`src/sfr_pkg.sv`:
```
`default_nettype none

package sfr_pkg;

  // width of the frame, ack and reject counters; they wrap at this width
  localparam int COUNTER_WIDTH = 32;
  // width of the counter fields on the result channel
  localparam int TOTAL_W       = 32;

  localparam int BYTE_W        = 8;
  localparam int CFG_INDEX_W   = 3;
  localparam int CFG_DATA_W    = 8;

  localparam int QUEUE_DEPTH   = 2;
  localparam int QUEUE_PTR_W   = $clog2(QUEUE_DEPTH);
  localparam int QUEUE_CNT_W   = $clog2(QUEUE_DEPTH + 1);

  // configuration register indexes
  localparam logic [CFG_INDEX_W-1:0] REG_FLAG         = 3'd0;
  localparam logic [CFG_INDEX_W-1:0] REG_ADDRESS      = 3'd1;
  localparam logic [CFG_INDEX_W-1:0] REG_CTRL_SEQ0    = 3'd2;
  localparam logic [CFG_INDEX_W-1:0] REG_CTRL_SEQ1    = 3'd3;
  localparam logic [CFG_INDEX_W-1:0] REG_ESCAPE       = 3'd4;
  localparam logic [CFG_INDEX_W-1:0] REG_STUFFED_FLAG = 3'd5;
  localparam logic [CFG_INDEX_W-1:0] REG_ESC_ESCAPE   = 3'd6;

  // configuration reset values
  localparam logic [BYTE_W-1:0] RST_FLAG         = 8'd126;
  localparam logic [BYTE_W-1:0] RST_ADDRESS      = 8'd3;
  localparam logic [BYTE_W-1:0] RST_CTRL_SEQ0    = 8'd0;
  localparam logic [BYTE_W-1:0] RST_CTRL_SEQ1    = 8'd64;
  localparam logic [BYTE_W-1:0] RST_ESCAPE       = 8'd125;
  localparam logic [BYTE_W-1:0] RST_STUFFED_FLAG = 8'd94;
  localparam logic [BYTE_W-1:0] RST_ESC_ESCAPE   = 8'd93;

  // result kinds
  localparam logic [1:0] KIND_PAYLOAD    = 2'd0;
  localparam logic [1:0] KIND_VERDICT    = 2'd1;
  localparam logic [1:0] KIND_BAD_ESCAPE = 2'd2;

  // reply codes
  localparam logic [1:0] RSP_RR0  = 2'd0;
  localparam logic [1:0] RSP_RR1  = 2'd1;
  localparam logic [1:0] RSP_REJ0 = 2'd2;
  localparam logic [1:0] RSP_REJ1 = 2'd3;

  typedef enum logic [5:0] {
    PH_HUNT = 6'b000001,
    PH_ADDR = 6'b000010,
    PH_CTRL = 6'b000100,
    PH_HCS  = 6'b001000,
    PH_DATA = 6'b010000,
    PH_ESC  = 6'b100000
  } phase_t;

  typedef enum logic [1:0] {
    EV_DATA       = 2'd0,
    EV_CLOSE      = 2'd1,
    EV_BAD_ESCAPE = 2'd2
  } ev_code_t;

  typedef struct packed {
    ev_code_t          code;
    logic [BYTE_W-1:0] data;
    logic              seq;
  } event_t;

  typedef struct packed {
    logic   valid;
    event_t ev;
  } queue_port_t;

  typedef struct packed {
    logic [BYTE_W-1:0] flag;
    logic [BYTE_W-1:0] address;
    logic [BYTE_W-1:0] ctrl_seq0;
    logic [BYTE_W-1:0] ctrl_seq1;
    logic [BYTE_W-1:0] escape;
    logic [BYTE_W-1:0] stuffed_flag;
    logic [BYTE_W-1:0] esc_escape;
  } config_t;

endpackage

`default_nettype wire

```
`src/sfr_rx_if.sv`:
```
`default_nettype none

interface sfr_rx_if;
  logic       valid;
  logic       ready;
  logic [7:0] rx_byte;

  modport source (output valid, output rx_byte, input ready);
  modport sink (input valid, input rx_byte, output ready);
endinterface

`default_nettype wire

```
`src/sfr_res_if.sv`:
```
`default_nettype none

interface sfr_res_if;
  logic        valid;
  logic        ready;
  logic [1:0]  kind;
  logic [7:0]  payload_byte;
  logic        deliver;
  logic [1:0]  response;
  logic [31:0] frames_total;
  logic [31:0] acks_total;
  logic [31:0] rejects_total;

  modport source (
    output valid, output kind, output payload_byte, output deliver, output response,
    output frames_total, output acks_total, output rejects_total, input ready
  );
  modport sink (
    input valid, input kind, input payload_byte, input deliver, input response,
    input frames_total, input acks_total, input rejects_total, output ready
  );
endinterface

`default_nettype wire

```
`src/sfr_front.sv`:
```
`default_nettype none

module sfr_front (
  input  logic                             clk,
  input  logic                             rst,
  input  logic                             cfg_we,
  input  logic [sfr_pkg::CFG_INDEX_W-1:0]  cfg_index,
  input  logic [sfr_pkg::CFG_DATA_W-1:0]   cfg_data,
  sfr_rx_if.sink                           rx,
  input  logic                             queue_full,
  output sfr_pkg::queue_port_t             push
);
  import sfr_pkg::*;

  config_t cfg;
  phase_t  phase;
  phase_t  phase_next;
  logic    seq;
  logic    seq_next;
  logic    accept;
  logic [BYTE_W-1:0] c;

  assign rx.ready = !queue_full;
  assign accept   = rx.valid && rx.ready;
  assign c        = rx.rx_byte;

  always_ff @(posedge clk) begin
    if (rst) begin
      cfg.flag         <= RST_FLAG;
      cfg.address      <= RST_ADDRESS;
      cfg.ctrl_seq0    <= RST_CTRL_SEQ0;
      cfg.ctrl_seq1    <= RST_CTRL_SEQ1;
      cfg.escape       <= RST_ESCAPE;
      cfg.stuffed_flag <= RST_STUFFED_FLAG;
      cfg.esc_escape   <= RST_ESC_ESCAPE;
    end else if (cfg_we) begin
      case (cfg_index)
        REG_FLAG:         cfg.flag         <= cfg_data;
        REG_ADDRESS:      cfg.address      <= cfg_data;
        REG_CTRL_SEQ0:    cfg.ctrl_seq0    <= cfg_data;
        REG_CTRL_SEQ1:    cfg.ctrl_seq1    <= cfg_data;
        REG_ESCAPE:       cfg.escape       <= cfg_data;
        REG_STUFFED_FLAG: cfg.stuffed_flag <= cfg_data;
        REG_ESC_ESCAPE:   cfg.esc_escape   <= cfg_data;
        default: ;
      endcase
    end
  end

  always_comb begin
    phase_next    = phase;
    seq_next      = seq;
    push.valid    = 1'b0;
    push.ev.code  = EV_DATA;
    push.ev.data  = c;
    push.ev.seq   = seq;
    if (accept) begin
      case (phase)
        PH_ADDR: begin
          if (c == cfg.address)   phase_next = PH_CTRL;
          else if (c == cfg.flag) phase_next = PH_ADDR;
          else                    phase_next = PH_HUNT;
        end
        PH_CTRL: begin
          // equal control registers resolve to sequence 0
          if (c == cfg.ctrl_seq0) begin
            seq_next   = 1'b0;
            phase_next = PH_HCS;
          end else if (c == cfg.ctrl_seq1) begin
            seq_next   = 1'b1;
            phase_next = PH_HCS;
          end else if (c == cfg.flag) begin
            phase_next = PH_ADDR;
          end else begin
            phase_next = PH_HUNT;
          end
        end
        PH_HCS: begin
          if (c == (cfg.address ^ (seq ? cfg.ctrl_seq1 : cfg.ctrl_seq0)))
            phase_next = PH_DATA;
          else
            phase_next = PH_HUNT;
        end
        PH_DATA: begin
          if (c == cfg.flag) begin
            push.valid   = 1'b1;
            push.ev.code = EV_CLOSE;
            phase_next   = PH_HUNT;
          end else if (c == cfg.escape) begin
            phase_next   = PH_ESC;
          end else begin
            push.valid   = 1'b1;
          end
        end
        PH_ESC: begin
          push.valid = 1'b1;
          if (c == cfg.stuffed_flag) begin
            push.ev.data = cfg.flag;
            phase_next   = PH_DATA;
          end else if (c == cfg.esc_escape) begin
            push.ev.data = cfg.escape;
            phase_next   = PH_DATA;
          end else begin
            push.ev.code = EV_BAD_ESCAPE;
            phase_next   = PH_HUNT;
          end
        end
        default: begin
          phase_next = (c == cfg.flag) ? PH_ADDR : PH_HUNT;
        end
      endcase
    end
  end

  always_ff @(posedge clk) begin
    if (rst) begin
      phase <= PH_HUNT;
      seq   <= 1'b0;
    end else begin
      phase <= phase_next;
      seq   <= seq_next;
    end
  end

endmodule

`default_nettype wire

```
`src/sfr_queue.sv`:
```
`default_nettype none

module sfr_queue (
  input  logic                 clk,
  input  logic                 rst,
  input  sfr_pkg::queue_port_t push,
  input  logic                 pop,
  output sfr_pkg::queue_port_t head,
  output logic                 full
);
  import sfr_pkg::*;

  event_t                 entry [QUEUE_DEPTH];
  logic [QUEUE_PTR_W-1:0] wr_ptr;
  logic [QUEUE_PTR_W-1:0] rd_ptr;
  logic [QUEUE_CNT_W-1:0] count;
  logic                   do_push;
  logic                   do_pop;

  assign full       = (count == QUEUE_CNT_W'(QUEUE_DEPTH));
  assign head.valid = (count != '0);
  assign head.ev    = entry[rd_ptr];
  assign do_push    = push.valid && !full;
  assign do_pop     = pop && head.valid;

  always_ff @(posedge clk) begin
    if (do_push) entry[wr_ptr] <= push.ev;
  end

  always_ff @(posedge clk) begin
    if (rst) begin
      wr_ptr <= '0;
      rd_ptr <= '0;
      count  <= '0;
    end else begin
      if (do_push) begin
        wr_ptr <= (wr_ptr == QUEUE_PTR_W'(QUEUE_DEPTH - 1)) ? '0 : wr_ptr + 1'b1;
      end
      if (do_pop) begin
        rd_ptr <= (rd_ptr == QUEUE_PTR_W'(QUEUE_DEPTH - 1)) ? '0 : rd_ptr + 1'b1;
      end
      case ({do_push, do_pop})
        2'b10:   count <= count + 1'b1;
        2'b01:   count <= count - 1'b1;
        default: count <= count;
      endcase
    end
  end

endmodule

`default_nettype wire

```
`src/sfr_back.sv`:
```
`default_nettype none

module sfr_back (
  input  logic                 clk,
  input  logic                 rst,
  input  sfr_pkg::queue_port_t head,
  output logic                 pop,
  sfr_res_if.source            res
);
  import sfr_pkg::*;

  logic                     expected_seq;
  logic                     expected_seq_next;
  logic [BYTE_W-1:0]        run_xor;
  logic [BYTE_W-1:0]        run_xor_next;
  logic [BYTE_W-1:0]        held;
  logic [BYTE_W-1:0]        held_next;
  logic [1:0]               seen;
  logic [1:0]               seen_next;
  logic [COUNTER_WIDTH-1:0] frame_cnt;
  logic [COUNTER_WIDTH-1:0] frame_cnt_next;
  logic [COUNTER_WIDTH-1:0] ack_cnt;
  logic [COUNTER_WIDTH-1:0] ack_cnt_next;
  logic [COUNTER_WIDTH-1:0] rej_cnt;
  logic [COUNTER_WIDTH-1:0] rej_cnt_next;

  logic              out_valid;
  logic              out_valid_next;
  logic [1:0]        out_kind;
  logic [1:0]        out_kind_next;
  logic [BYTE_W-1:0] out_payload;
  logic [BYTE_W-1:0] out_payload_next;
  logic              out_deliver;
  logic              out_deliver_next;
  logic [1:0]        out_response;
  logic [1:0]        out_response_next;

  logic good;
  logic is_new;

  assign pop = head.valid && (!out_valid || res.ready);

  assign good   = (seen == 2'd2) && (run_xor == '0);
  assign is_new = (head.ev.seq == expected_seq);

  always_comb begin
    expected_seq_next = expected_seq;
    run_xor_next      = run_xor;
    held_next         = held;
    seen_next         = seen;
    frame_cnt_next    = frame_cnt;
    ack_cnt_next      = ack_cnt;
    rej_cnt_next      = rej_cnt;
    out_valid_next    = out_valid && !res.ready;
    out_kind_next     = out_kind;
    out_payload_next  = out_payload;
    out_deliver_next  = out_deliver;
    out_response_next = out_response;
    if (pop) begin
      out_valid_next    = 1'b0;
      out_payload_next  = '0;
      out_deliver_next  = 1'b0;
      out_response_next = RSP_RR0;
      case (head.ev.code)
        EV_DATA: begin
          // the held byte goes out only once a newer byte proves it is not the check
          out_valid_next   = (seen != 2'd0);
          out_kind_next    = KIND_PAYLOAD;
          out_payload_next = held;
          held_next        = head.ev.data;
          run_xor_next     = run_xor ^ head.ev.data;
          seen_next        = (seen == 2'd2) ? seen : seen + 2'd1;
        end
        EV_CLOSE: begin
          out_valid_next = 1'b1;
          out_kind_next  = KIND_VERDICT;
          if (good || !is_new) begin
            out_response_next = head.ev.seq ? RSP_RR0 : RSP_RR1;
            ack_cnt_next      = ack_cnt + 1'b1;
          end else begin
            out_response_next = head.ev.seq ? RSP_REJ1 : RSP_REJ0;
            rej_cnt_next      = rej_cnt + 1'b1;
          end
          if (good && is_new) begin
            out_deliver_next  = 1'b1;
            expected_seq_next = !expected_seq;
          end
          frame_cnt_next = frame_cnt + 1'b1;
          run_xor_next   = '0;
          held_next      = '0;
          seen_next      = 2'd0;
        end
        EV_BAD_ESCAPE: begin
          out_valid_next = 1'b1;
          out_kind_next  = KIND_BAD_ESCAPE;
          run_xor_next   = '0;
          held_next      = '0;
          seen_next      = 2'd0;
        end
        default: begin
          out_valid_next = 1'b0;
        end
      endcase
    end
  end

  always_ff @(posedge clk) begin
    if (rst) begin
      expected_seq <= 1'b0;
      run_xor      <= '0;
      held         <= '0;
      seen         <= 2'd0;
      frame_cnt    <= '0;
      ack_cnt      <= '0;
      rej_cnt      <= '0;
      out_valid    <= 1'b0;
    end else begin
      expected_seq <= expected_seq_next;
      run_xor      <= run_xor_next;
      held         <= held_next;
      seen         <= seen_next;
      frame_cnt    <= frame_cnt_next;
      ack_cnt      <= ack_cnt_next;
      rej_cnt      <= rej_cnt_next;
      out_valid    <= out_valid_next;
    end
  end

  always_ff @(posedge clk) begin
    out_kind     <= out_kind_next;
    out_payload  <= out_payload_next;
    out_deliver  <= out_deliver_next;
    out_response <= out_response_next;
  end

  // counters only move when a result is loaded, so they match the waiting beat
  assign res.valid         = out_valid;
  assign res.kind          = out_kind;
  assign res.payload_byte  = out_payload;
  assign res.deliver       = out_deliver;
  assign res.response      = out_response;
  assign res.frames_total  = TOTAL_W'(frame_cnt);
  assign res.acks_total    = TOTAL_W'(ack_cnt);
  assign res.rejects_total = TOTAL_W'(rej_cnt);

endmodule

`default_nettype wire

```
`src/stuffed_frame_receiver.sv`:
```
`default_nettype none

// Byte-stuffed stop-and-wait frame receiver. One received byte is taken per clock on rx
// unless the queue is full; the front phase register classifies and destuffs it and a
// two-entry queue hands payload, closing-flag and bad-escape beats to the back end, which
// holds back the trailing check byte, judges the frame and keeps the wrapping frame, ack
// and reject counters. A result beat passes through the queue and then the output register
// on its way to res. rx.ready drops only when the queue is full, which can happen when res
// is stalled while bytes keep arriving. Configuration must be written through cfg_we,
// cfg_index and cfg_data only while the block is idle; the block does not enforce this.
// Indexes beyond the last register are ignored.
module stuffed_frame_receiver (
  input  logic                             clk,
  input  logic                             rst,
  input  logic                             cfg_we,
  input  logic [sfr_pkg::CFG_INDEX_W-1:0]  cfg_index,
  input  logic [sfr_pkg::CFG_DATA_W-1:0]   cfg_data,
  sfr_rx_if.sink                           rx,
  sfr_res_if.source                        res
);
  import sfr_pkg::*;

  queue_port_t push;
  queue_port_t head;
  logic        queue_full;
  logic        pop;

  sfr_front u_front (
    .clk        (clk),
    .rst        (rst),
    .cfg_we     (cfg_we),
    .cfg_index  (cfg_index),
    .cfg_data   (cfg_data),
    .rx         (rx),
    .queue_full (queue_full),
    .push       (push)
  );

  sfr_queue u_queue (
    .clk  (clk),
    .rst  (rst),
    .push (push),
    .pop  (pop),
    .head (head),
    .full (queue_full)
  );

  sfr_back u_back (
    .clk  (clk),
    .rst  (rst),
    .head (head),
    .pop  (pop),
    .res  (res)
  );

endmodule

`default_nettype wire

```
`src/flat_wrapper.sv`:
```
// flat-port wrapper written by rule: the top's interface ports become plain ports
module stuffed_frame_receiver_flat import sfr_pkg::*;
  (clk, rst, cfg_we, cfg_index, cfg_data, rx_valid, rx_rx_byte, rx_ready, res_valid, res_kind, res_payload_byte, res_deliver, res_response, res_frames_total, res_acks_total, res_rejects_total, res_ready);
  sfr_rx_if rx_i ();
  sfr_res_if res_i ();
  input  logic clk;
  input  logic rst;
  input  logic cfg_we;
  input  logic [sfr_pkg::CFG_INDEX_W-1:0] cfg_index;
  input  logic [sfr_pkg::CFG_DATA_W-1:0] cfg_data;
  input wire logic [$bits(rx_i.valid)-1:0] rx_valid;
  input wire logic [$bits(rx_i.rx_byte)-1:0] rx_rx_byte;
  output wire logic [$bits(rx_i.ready)-1:0] rx_ready;
  output wire logic [$bits(res_i.valid)-1:0] res_valid;
  output wire logic [$bits(res_i.kind)-1:0] res_kind;
  output wire logic [$bits(res_i.payload_byte)-1:0] res_payload_byte;
  output wire logic [$bits(res_i.deliver)-1:0] res_deliver;
  output wire logic [$bits(res_i.response)-1:0] res_response;
  output wire logic [$bits(res_i.frames_total)-1:0] res_frames_total;
  output wire logic [$bits(res_i.acks_total)-1:0] res_acks_total;
  output wire logic [$bits(res_i.rejects_total)-1:0] res_rejects_total;
  input wire logic [$bits(res_i.ready)-1:0] res_ready;
  assign rx_i.valid = rx_valid;
  assign rx_i.rx_byte = rx_rx_byte;
  assign rx_ready = rx_i.ready;
  assign res_valid = res_i.valid;
  assign res_kind = res_i.kind;
  assign res_payload_byte = res_i.payload_byte;
  assign res_deliver = res_i.deliver;
  assign res_response = res_i.response;
  assign res_frames_total = res_i.frames_total;
  assign res_acks_total = res_i.acks_total;
  assign res_rejects_total = res_i.rejects_total;
  assign res_i.ready = res_ready;
  stuffed_frame_receiver u_core (.clk(clk), .rst(rst), .cfg_we(cfg_we), .cfg_index(cfg_index), .cfg_data(cfg_data), .rx(rx_i), .res(res_i));
endmodule
```
`config.mk`:
```
export PLATFORM = sky130hd
export DESIGN_NAME = stuffed_frame_receiver_flat
export DESIGN_NICKNAME = d
export VERILOG_FILES = /design/src/sfr_pkg.sv /design/src/sfr_rx_if.sv /design/src/sfr_res_if.sv /design/src/sfr_front.sv /design/src/sfr_queue.sv /design/src/sfr_back.sv /design/src/stuffed_frame_receiver.sv /design/src/flat_wrapper.sv
export SDC_FILE = /design/constraint.sdc
export NUM_CORES = 1
export LEC_CHECK = 0
export CAP_MARGIN = 15
export CORE_MARGIN = 2
export CORE_UTILIZATION = 60
export CTS_BUF_LIST = sky130_fd_sc_hd__clkbuf_4 sky130_fd_sc_hd__clkbuf_8
export CTS_CLUSTER_SIZE = 28
export DETAILED_ROUTE_END_ITERATION = 12
export DONT_BUFFER_PORTS = 1
export PLACE_DENSITY = 0.77
export REMOVE_ABC_BUFFERS = 1
export SYNTH_ARGS = -nofsm -noshare
export SYNTH_HDL_FRONTEND = slang
export SYNTH_SLANG_ARGS = --single-unit
```
`constraint.sdc`:
```
create_clock -name clk -period 3.5 [get_ports clk]
set_clock_uncertainty 0.15 [all_clocks]
set_input_delay 0.175 -clock clk [delete_from_list [all_inputs] [get_ports clk]]
set_output_delay 0.175 -clock clk [all_outputs]
set_load 0.02 [all_outputs]
```
==> results.yml <==
worst_hold_path:
  hold_depth: 5
  hp-class: "in2reg"
  min-delay-start: "rx_rx_byte[2]"
worst_setup_path:
  start_kind: "flop"
  worstRegToRegCells: 9
  worst_ep_arrival_time_ns: 3.33
  cp-end-kind: "flop"
  path_max_fanout: 13
  worst_ep_required_time_ns: 3.72
  crit_type: "reg2reg"
  cp_slowest_cell: "o2111ai_1"
  worstPathCellList: "mux2i_1 > ha_1 > inv_1 > nor3_2 > buf_4 > o2111ai_1 > nor4_1 > xnor2_1 > nor2_1"
  slowest_delay_ns: 0.53
clock_tree:
  cts.sinks: 219
  post-cts-setup-buffer-count: 0
  clkTransAtPathRegs_ns: 0.06
  clock_latency_ns: 0.54
  htree_levels: 2
  cts_tree: "built"
  post_cts_resize_count: 0
  numCtsBuffers: 39
  cts-root-to-sink-buffers: 3
  cts-root-buf: "clkbuf_8"
floorplanning:
  pin_count: 135
  fp-row-count: 47
  fp.dieW_um: 134
  initial_core_util_pct: 61.6
  die-height_um: 134
  die_area_mm2: 0.0181
  coreArea_mm2: 0.0166
synthesis:
  yosysUniqueCellTypes: 55
  ys_seq_elements: 219
  syn_avg_cell_area_um2: 8.94
  async_flop_share_pct: 0
  synthCells: 1142
  synth_edf_count: 35
  ys_seq_area_share_pct: 46.4
  yosysMostFrequentCell: "dfxtp_1"
  yosysWarnings: 0
  synth_top_area_share_pct: 36.1
  synth_commonest_cells: "184 x dfxtp_1, 147 x nor2_1, 145 x nand2_1"
  ys_top_cells_by_area: "dfxtp_1 36%, edfxtp_1 10%, xnor2_1 8.1%"
  yosysTopAreaCell: "dfxtp_1"
  syn-cell-area_mm2: 0.0102
  yosys_most_used_dff: "dfxtp_1"
routing:
  wl_per_cell_um: 16.7
  drc: 0
  wirelength_mm: 23.8
  postRouteAntennaNets: 0
  vias: 8087
  viasPerCell: 5.68
  drt_first_pass_iters: 5
  drtIter0Drc: 554
sta:
  fin_crit_sh_pct: 89.0
  finalMaxSlewViolations: 0
  worst_pin_slew_ns: 1.07
  rsz0062_at_grt: "false"
  fmax_ghz: 0.321
  max_slew_margin_pct: 28.9
  min_period_ns: 3.11
  finalHoldViolCount: 0
  setup_violations: 0
  finalSetupTns_ns: 0
cells_and_area:
  area_delta_synth_final_pct: 12.8
  fin_nets: 1215
  diodes: 0
  drive_gt1_share_pct: 8.72
global_route:
  grt_overflow: 0
  grt_start_max_net_pins: 153
  grt_pass1_vias: 7772
  grt_pass1_wl_mm: 38.6
  antenna_found_initial: 0
  grtUsageTotal_pct: 26.2
pwr:
  ir_worst_vdd_v: 0.000354
  leakagePower_uw: 0.00384
  total_power_uw: 5620
  power_density_mw_per_mm2: 488
placed_design:
  place_hpwl_mm: 15.1
  numPortBuffers: 0
  gp_congestion: 0.860
run:
  cap_viol_max_count: 0
status:
  status: "finished, final reports clean"
-- metal layers --
metal | share of wire, % | track usage (%) | wire (um) | vias to the layer above
met1 | 43 | 33.8 | 10300 | 3810
met5 | 0 | 0 | 0 | -
met3 | 7.0 | 6.01 | 1660 | 44
met2 | 48 | 43.8 | 11300 | 264
met4 | 2.0 | 8.25 | 478 | 0
li1 | - | - | - | 3969
-- final timing paths --
kind                                       to  slack [ns]
max reg2reg  u_core.u_back.res.acks_total[31]        0.39
min                   u_core.u_front.phase[2]        0.06
max          u_core.u_back.res.acks_total[31]        0.39
min reg2reg            u_core.u_front.cfg[42]        0.32
-- registers in the layout (all words and copies together), names as in the netlist, named ones only --
register and cells:
u_core.u_back.res.payload_byte 8, u_core.u_back.res.frames_total 32, u_core.u_back.res.response 2, u_core.u_back.res.kind 2, u_core.u_front.seq 1, u_core.u_back.run_xor 8, u_core.u_front.phase 6, u_core.u_back.res.deliver 1
u_core.u_queue.entry 22, u_core.u_front.cfg 56, u_core.u_back.held 8, u_core.u_back.seen 2, u_core.u_queue.wr_ptr 1, u_core.u_queue.rd_ptr 1, u_core.u_back.res.valid 1, u_core.u_queue.count 2
u_core.u_back.res.rejects_total 32, u_core.u_back.expected_seq 1, u_core.u_back.res.acks_total 32
-- report_power, final --
part	leakage (uW)	internal, uW	total (uW)	switching (uW)
sequential	0.00180	2640	2730	86.9
clock	0.000399	1320	2330	1010
combinational	0.00164	211	557	346
total	0.00384	4170	5620	1440
-- metrics by stage --
stage                     std cells  util, %  setup slack (ns)  area [um2]  hold WS (ns)
after detailed placement       1318     62.3             0.412       10300         0.112
after floorplan                1090        -             0.318        9990        0.0941
after global placement         1318     62.3             0.511       10300         0.109
after global routing           1424     69.5            0.0204       11500        0.0820
final                          1424     69.5             0.386       11500        0.0551
after CTS                      1424     69.5             0.348       11500       0.00470
-- worst max-delay path: cells and delay by family, from the launching register on --
kind | cells | cell delay, ns
AND/OR/NAND/NOR | 3 | 0.76
XOR/XNOR | 1 | 0.17
adder cells (fa/ha/maj) | 1 | 0.26
buffers and inverters | 2 | 0.32
flip-flops | 1 | 0.45
multiplexers | 1 | 0.32
AO/OA/AOI/OAI | 1 | 0.53
-- cells in the final DEF (no fill, tap or decap), types with 5 or more instances in the layout --
| cell type | n |
|---|---|
| and4_1 | 10 |
| o22a_1 | 6 |
| inv_1 | 26 |
| or3_1 | 22 |
| nand2_1 | 145 |
| mux2i_1 | 36 |
| nor2_1 | 147 |
| o21ai_0 | 28 |
| buf_4 | 8 |
| nand4_1 | 34 |
| mux2_2 | 11 |
| ha_1 | 10 |
| a21oi_1 | 61 |
| clkbuf_4 | 10 |
| nand3_1 | 46 |
| xor2_1 | 61 |
| nand2b_1 | 6 |
| and3_1 | 9 |
| nor3_1 | 38 |
| or2_2 | 6 |
| nor3_2 | 12 |
| clkbuf_8 | 44 |
| dlygate4sd3_1 | 41 |
| clkinv_1 | 5 |
| xnor2_1 | 94 |
| dfxtp_1 | 184 |
| and2_1 | 14 |
| nor4_1 | 8 |
| edfxtp_1 | 35 |
| nor2b_1 | 8 |
-- logic make-up (layout without fill, tap and decap cells) --
group           Yosys count  in the layout  share of synthesized area (%)
simple gates            517            517                           24.5
flops                   219            219                           46.4
xor+xnor                155            155                           13.3
compound gates          114            114                           6.50
buf+inv                  79            141                           3.14
mux                      48             48                           4.96
fa+ha+maj                10             10                           1.23
-- repair_timing --
action                                 4_1_cts  5_1_grt
hold buffers                                42        0
setup endpoints to repair                    0        0
endpoints found under the hold margin      202        0
-- layout make-up --
cell class                      count  area [um2]
Timing Repair Buffer               50         498
Clock buffer                       54         681
Clock inverter                     10        72.6
Sequential cell                   219        4730
Inverter                           27         101
Fill cell                        1334        5060
Tap cell                          220         275
Multi-Input combinational cell    844        5160
No activity file was read; power rests on OpenSTA's default activity.
